File: src/rtl/c8ie_pkg.sv
// ----------------------------------------------------------------------------
// c8ie_pkg
// shared types and constants of the chip8 instruction executor
// ----------------------------------------------------------------------------
package c8ie_pkg;

  localparam int          PC_W     = 12;
  localparam logic [11:0] PC_RESET = 12'h200;

  typedef enum logic [1:0] {
    CMD_WRITE = 2'd0,
    CMD_EXEC  = 2'd1,
    CMD_READ  = 2'd2,
    CMD_NOP   = 2'd3
  } c8ie_cmd_t;

  localparam logic [3:0] OP_SYS  = 4'h0;
  localparam logic [3:0] OP_JP   = 4'h1;
  localparam logic [3:0] OP_CALL = 4'h2;
  localparam logic [3:0] OP_SE   = 4'h3;
  localparam logic [3:0] OP_SNE  = 4'h4;
  localparam logic [3:0] OP_SER  = 4'h5;
  localparam logic [3:0] OP_LD   = 4'h6;
  localparam logic [3:0] OP_ADD  = 4'h7;
  localparam logic [3:0] OP_ALU  = 4'h8;
  localparam logic [3:0] OP_SNER = 4'h9;
  localparam logic [3:0] OP_LDI  = 4'hA;
  localparam logic [3:0] OP_JPV  = 4'hB;
  localparam logic [3:0] OP_RND  = 4'hC;
  localparam logic [3:0] OP_MISC = 4'hF;

  localparam logic [15:0] OPC_RET = 16'h00EE;

  localparam logic [3:0] ALU_MOV = 4'h0;
  localparam logic [3:0] ALU_OR  = 4'h1;
  localparam logic [3:0] ALU_AND = 4'h2;
  localparam logic [3:0] ALU_XOR = 4'h3;
  localparam logic [3:0] ALU_ADD = 4'h4;
  localparam logic [3:0] ALU_SUB = 4'h5;
  localparam logic [3:0] ALU_SHR = 4'h6;
  localparam logic [3:0] ALU_SBN = 4'h7;
  localparam logic [3:0] ALU_SHL = 4'hE;

  localparam logic [7:0] F_GET_DT = 8'h07;
  localparam logic [7:0] F_SET_DT = 8'h15;
  localparam logic [7:0] F_SET_ST = 8'h18;
  localparam logic [7:0] F_ADD_I  = 8'h1E;
  localparam logic [7:0] F_BCD    = 8'h33;
  localparam logic [7:0] F_STORE  = 8'h55;
  localparam logic [7:0] F_LOAD   = 8'h65;

  localparam logic [3:0] FLAG_REG = 4'hF;

  typedef enum logic [3:0] {
    ST_CLEAR,
    ST_IDLE,
    ST_FETCH_HI,
    ST_FETCH_LO,
    ST_EXEC,
    ST_FLAG,
    ST_BCD,
    ST_STORE_RD,
    ST_STORE_WR,
    ST_LOAD_RD,
    ST_LOAD_WR,
    ST_PUT
  } c8ie_state_t;

  typedef struct packed {
    c8ie_state_t step;
    logic        accept;
    logic        load_out;
  } c8ie_dp_cmd_t;

  typedef struct packed {
    logic        clear_done;
    logic        loop_last;
    logic [15:0] opcode;
  } c8ie_dp_stat_t;

endpackage

File: src/rtl/c8ie_ctrl.sv
// ----------------------------------------------------------------------------
// c8ie_ctrl
// sequencer for clearing, fetch, execute, block transfers and result handoff
// ----------------------------------------------------------------------------
module c8ie_ctrl (
  input  logic                    clk,
  input  logic                    rst_n,
  input  logic                    in_valid,
  output logic                    in_ready,
  input  logic [1:0]              in_cmd,
  output logic                    out_valid,
  input  logic                    out_ready,
  input  c8ie_pkg::c8ie_dp_stat_t stat,
  output c8ie_pkg::c8ie_dp_cmd_t  dp_cmd
);

  c8ie_pkg::c8ie_state_t state_r, state_nxt;
  logic                  out_valid_r, out_valid_nxt;
  logic                  load;
  logic [3:0]            grp, alu_n;
  logic [7:0]            kk;

  assign grp   = stat.opcode[15:12];
  assign alu_n = stat.opcode[3:0];
  assign kk    = stat.opcode[7:0];

  always_comb begin
    state_nxt = state_r;
    case (state_r)
      c8ie_pkg::ST_CLEAR: if (stat.clear_done) state_nxt = c8ie_pkg::ST_IDLE;
      c8ie_pkg::ST_IDLE: begin
        if (in_valid) begin
          if (c8ie_pkg::c8ie_cmd_t'(in_cmd) == c8ie_pkg::CMD_EXEC)
            state_nxt = c8ie_pkg::ST_FETCH_HI;
          else
            state_nxt = c8ie_pkg::ST_PUT;
        end
      end
      c8ie_pkg::ST_FETCH_HI: state_nxt = c8ie_pkg::ST_FETCH_LO;
      c8ie_pkg::ST_FETCH_LO: state_nxt = c8ie_pkg::ST_EXEC;
      c8ie_pkg::ST_EXEC: begin
        state_nxt = c8ie_pkg::ST_PUT;
        if (grp == c8ie_pkg::OP_ALU &&
            (alu_n == c8ie_pkg::ALU_ADD || alu_n == c8ie_pkg::ALU_SUB ||
             alu_n == c8ie_pkg::ALU_SHR || alu_n == c8ie_pkg::ALU_SBN ||
             alu_n == c8ie_pkg::ALU_SHL))
          state_nxt = c8ie_pkg::ST_FLAG;
        else if (grp == c8ie_pkg::OP_MISC && kk == c8ie_pkg::F_BCD)
          state_nxt = c8ie_pkg::ST_BCD;
        else if (grp == c8ie_pkg::OP_MISC && kk == c8ie_pkg::F_STORE)
          state_nxt = c8ie_pkg::ST_STORE_RD;
        else if (grp == c8ie_pkg::OP_MISC && kk == c8ie_pkg::F_LOAD)
          state_nxt = c8ie_pkg::ST_LOAD_RD;
      end
      c8ie_pkg::ST_FLAG:     state_nxt = c8ie_pkg::ST_PUT;
      c8ie_pkg::ST_BCD:      if (stat.loop_last) state_nxt = c8ie_pkg::ST_PUT;
      c8ie_pkg::ST_STORE_RD: state_nxt = c8ie_pkg::ST_STORE_WR;
      c8ie_pkg::ST_STORE_WR: begin
        state_nxt = stat.loop_last ? c8ie_pkg::ST_PUT : c8ie_pkg::ST_STORE_RD;
      end
      c8ie_pkg::ST_LOAD_RD:  state_nxt = c8ie_pkg::ST_LOAD_WR;
      c8ie_pkg::ST_LOAD_WR: begin
        state_nxt = stat.loop_last ? c8ie_pkg::ST_PUT : c8ie_pkg::ST_LOAD_RD;
      end
      c8ie_pkg::ST_PUT: if (!out_valid_r || out_ready) state_nxt = c8ie_pkg::ST_IDLE;
      default: state_nxt = c8ie_pkg::ST_CLEAR;
    endcase
  end

  always_comb begin
    in_ready        = (state_r == c8ie_pkg::ST_IDLE);
    load            = (state_r == c8ie_pkg::ST_PUT) && (!out_valid_r || out_ready);
    dp_cmd.step     = state_r;
    dp_cmd.accept   = in_ready && in_valid;
    dp_cmd.load_out = load;
    out_valid_nxt   = load ? 1'b1 : (out_ready ? 1'b0 : out_valid_r);
  end

  always_ff @(posedge clk) begin
    if (!rst_n) begin
      state_r     <= c8ie_pkg::ST_CLEAR;
      out_valid_r <= 1'b0;
    end else begin
      state_r     <= state_nxt;
      out_valid_r <= out_valid_nxt;
    end
  end

  assign out_valid = out_valid_r;

endmodule

File: config.mk
export PLATFORM = sky130hd
export DESIGN_NAME = c8ie_ctrl
export DESIGN_NICKNAME = d
export VERILOG_FILES = /design/src/rtl/c8ie_pkg.sv /design/src/rtl/c8ie_ctrl.sv
export SDC_FILE = /design/constraint.sdc
export NUM_CORES = 1
export LEC_CHECK = 0
export CAP_MARGIN = 30
export CORE_AREA = 3 3 40 42
export DETAILED_ROUTE_END_ITERATION = 12
export DIE_AREA = 0 0 43 45
export DONT_BUFFER_PORTS = 1
export GPL_TIMING_DRIVEN = 0
export PLACE_DENSITY = 0.54
export SYNTH_ARGS = -nofsm -noshare
export SYNTH_HDL_FRONTEND = slang
export SYNTH_SLANG_ARGS = --single-unit
File: constraint.sdc
create_clock -name clk -period 1.75 [get_ports clk]
set_clock_uncertainty 0.15 [all_clocks]
set_input_delay 0.4375 -clock clk [delete_from_list [all_inputs] [get_ports clk]]
set_output_delay 0.4375 -clock clk [all_outputs]
set_load 0.005 [all_outputs]
==> summary.md <==
| Metric | Value |
|---|---|
| Design area | between 600 and 700 um^2 |
| Synth-to-Final Area Change | 22.0% |
| Root Buffer | clkbuf_4 |
| Total gr overflow | 0 |
| Ys Warns | 0 |
| Clock Tree Buf Depth | 2 |
| Tmin final | approximately 1700 ps |
| Via density | 6.08 |
| Routed vias | just under 600 |
| CTS Hold Bufs | 0 |
| Placed Cells | 87 |
| Crit share post-route | just under 100% |
| I/O pin total | 32 |
| Crit path launch | state_r[1] |
| Post-synth cell types | 38 |
| Min-Delay Path Class | primary input to register |
| RSZ-0062 raised after global routing | true |
| Reg-to-reg startpoint | state_r[0] |
| N_diodes | 0 |
| Vias in the first global route | about 530 |
| Leading cell types in the layout, fill and taps excluded | 7 x nand2b_1, 6 x nand2_1, 6 x buf_4 |
| Drt first pass iters | 4 |
| Kind of critical path | register to output port |
| Critical Path End Type | output port |
| Drt drc | 0 |
| Status | finished clean |
| Synthesized flop and latch total | 5 |
| Clk slew on worst S/H paths | roughly 40 ps |
| Die area | slightly below 2000 um^2 |
| Post-synth EDFFs | 0 |
| Register area share after synthesis | between 10% and 20% |
| VDD IR-drop max | ~0.64 mV |
| Initial drt markers | 21 |
| All-Layer GR Usage | roughly 15% |
| Largest net degree at the start of global routing | 11 |
| Share of layout cells above drive strength 1 | a little over a quarter |
| Max Fanout on Critical Path | 8 |
| Final Hold Vio Count | 0 |
| Final setup vio count | 0 |
| Max-cap violations | 0 |
| DP Area | 564 um^2 |
| Rel. slew slack | between 70% and 80% |
| H-tree depth | 1 |
| Effective utilization at floorplan | 42.5% |
| Final WL | between 1 and 1.5 mm |
| Post-Layout Cell Count | 96 |
| Final-report max-slew violation count | 0 |
| Clk Latency, worst-skew pair | between 200 and 250 ps |
| Die height | between 40 and 50 um |
| Ys async rst share | 0% |
| Leakage | around 0.24 nW |
| F_max | just under 600 MHz |
| Req. time, crit path | ~1200 ps |
| Initial antenna violation count | 0 |
| First-pass GRT wire length | 2.23 mm |
| Row Count | 13 |
| Core area | between 1000 and 1500 um^2 |
| Mapped Cells | 72 |
| Worst EP arrival | 1150 ps |
| Commonest non-fill, non-tap cell in the layout | nand2b_1 |
| TritonCTS clock tree | built |
| CTS Buf Count | 3 |
| Die width | 43 um |
| Syn_area_per_cell | 7.58 um^2 |
| CTS Sinks | 5 |
| Post-synth net total | 96 |
| Main synth FF type | dfxtp_1 |
| Hold_sp | rst_n |
| Post-route ant nets | 0 |
| PD cells | between 1000 and 1500 nW/um^2 |
| Syn Std Cell Area | around 550 um^2 |
| Worst Max-Slew Pin Slew | between 300 and 400 ps |
| Fin nets | roughly 110 |
| GPL Wtd Cong | between 0.8 and 0.9 |
| Port bufs | 0 |
| CP startpoint kind | register |
| Wire per inst | about 15 um |
worst paths after layout:
path	slack [ps]	depth (start not counted)	end
setup / recovery	20	3	dp_cmd[1]
hold reg to reg	390	2	out_valid
hold / removal	180	1	state_r[2]
setup reg to reg	80	5	state_r[1]
worst max-delay path: stages, from the launching register on:
cell and delay, ps:
dfxtp_4 350, buf_6 140, nor3_4 200, and3_4 210
sequential cells by signal, summed over array words and instances (netlist names):
signal,flops
out_valid,1
state_r,4
cell families after synthesis:
group / count (synthesis) / share of synthesized area [%]
and+or+nand+nor: 39 / 45.0
AOI/OAI and AO/OA: 17 / 22.3
buffers and inverters: 8 / 8.94
DFF: 5 / 18.3
muxes: 3 / 5.50
metrics by stage:
| stage | setup TNS, ps | worst slack (ps) | hold WS, ps | total power (W) | utilization [%] |
|---|---|---|---|---|---|
| final | 0 | 15.2 | 178 | 0.000946 | 51.8 |
| after global routing | -52.5 | -29.4 | 177 | 0.00101 | 51.8 |
| after CTS | 0 | 1.94 | 179 | 0.000854 | 48.6 |
| after detailed placement | 0 | 92.2 | 391 | 0.000629 | 43.9 |
| after global placement | 0 | 76.3 | 377 | 0.000632 | 43.9 |
| after floorplan | 0 | 220 | 353 | 0.000548 | - |
what timing repair did:
item                                    in CTS  in global routing
cloned                                       0                  0
pin swaps                                    2                  1
setup buffers                                1                  4
endpoints found under the setup margin       3                  3
gates resized for setup                      8                  5
layer usage:
layer	vias to the layer above	track usage (%)	part of all wire [%]
met5	-	0	0
li1	291	-	-
met4	0	6.02	0
met2	21	24.6	50
met3	0	5.18	7.3
met1	272	18.0	43
cell type report:
type | count | area, um^2
Buffer | 6 | 60.1
Clock buffer | 4 | 26.3
Fill cell | 132 | 619
Inverter | 2 | 7.51
Multi-Input combinational cell | 59 | 408
Sequential cell | 5 | 108
Tap cell | 15 | 18.8
Timing Repair Buffer | 5 | 37.5
report_power, final:
part | switching (W) | internal, W | leakage (nW) | total [W]
Sequential | 0.0000515 | 0.000163 | 0.0427 | 0.000215
Combinational | 0.000276 | 0.000319 | 0.181 | 0.000595
Clock | 0.0000496 | 0.0000864 | 0.0150 | 0.000136
Total | 0.000377 | 0.000568 | 0.238 | 0.000946
synth_stat cells, types with 2 or more instances:
cell type	n	area, um^2
o21ai_0	2	10.0
nand4bb_1	2	22.5
nand3_1	2	10.0
nand2_1	6	22.5
nand4_1	2	12.5
dfxtp_1	5	100
a21oi_1	4	20.0
mux2i_1	3	30.0
nor2_1	5	18.8
buf_2	3	15.0
nor2b_1	2	12.5
or4_1	2	15.0
buf_4	2	15.0
nand2b_1	7	43.8
inv_1	2	7.51
(Power assumes the default switching activity.)
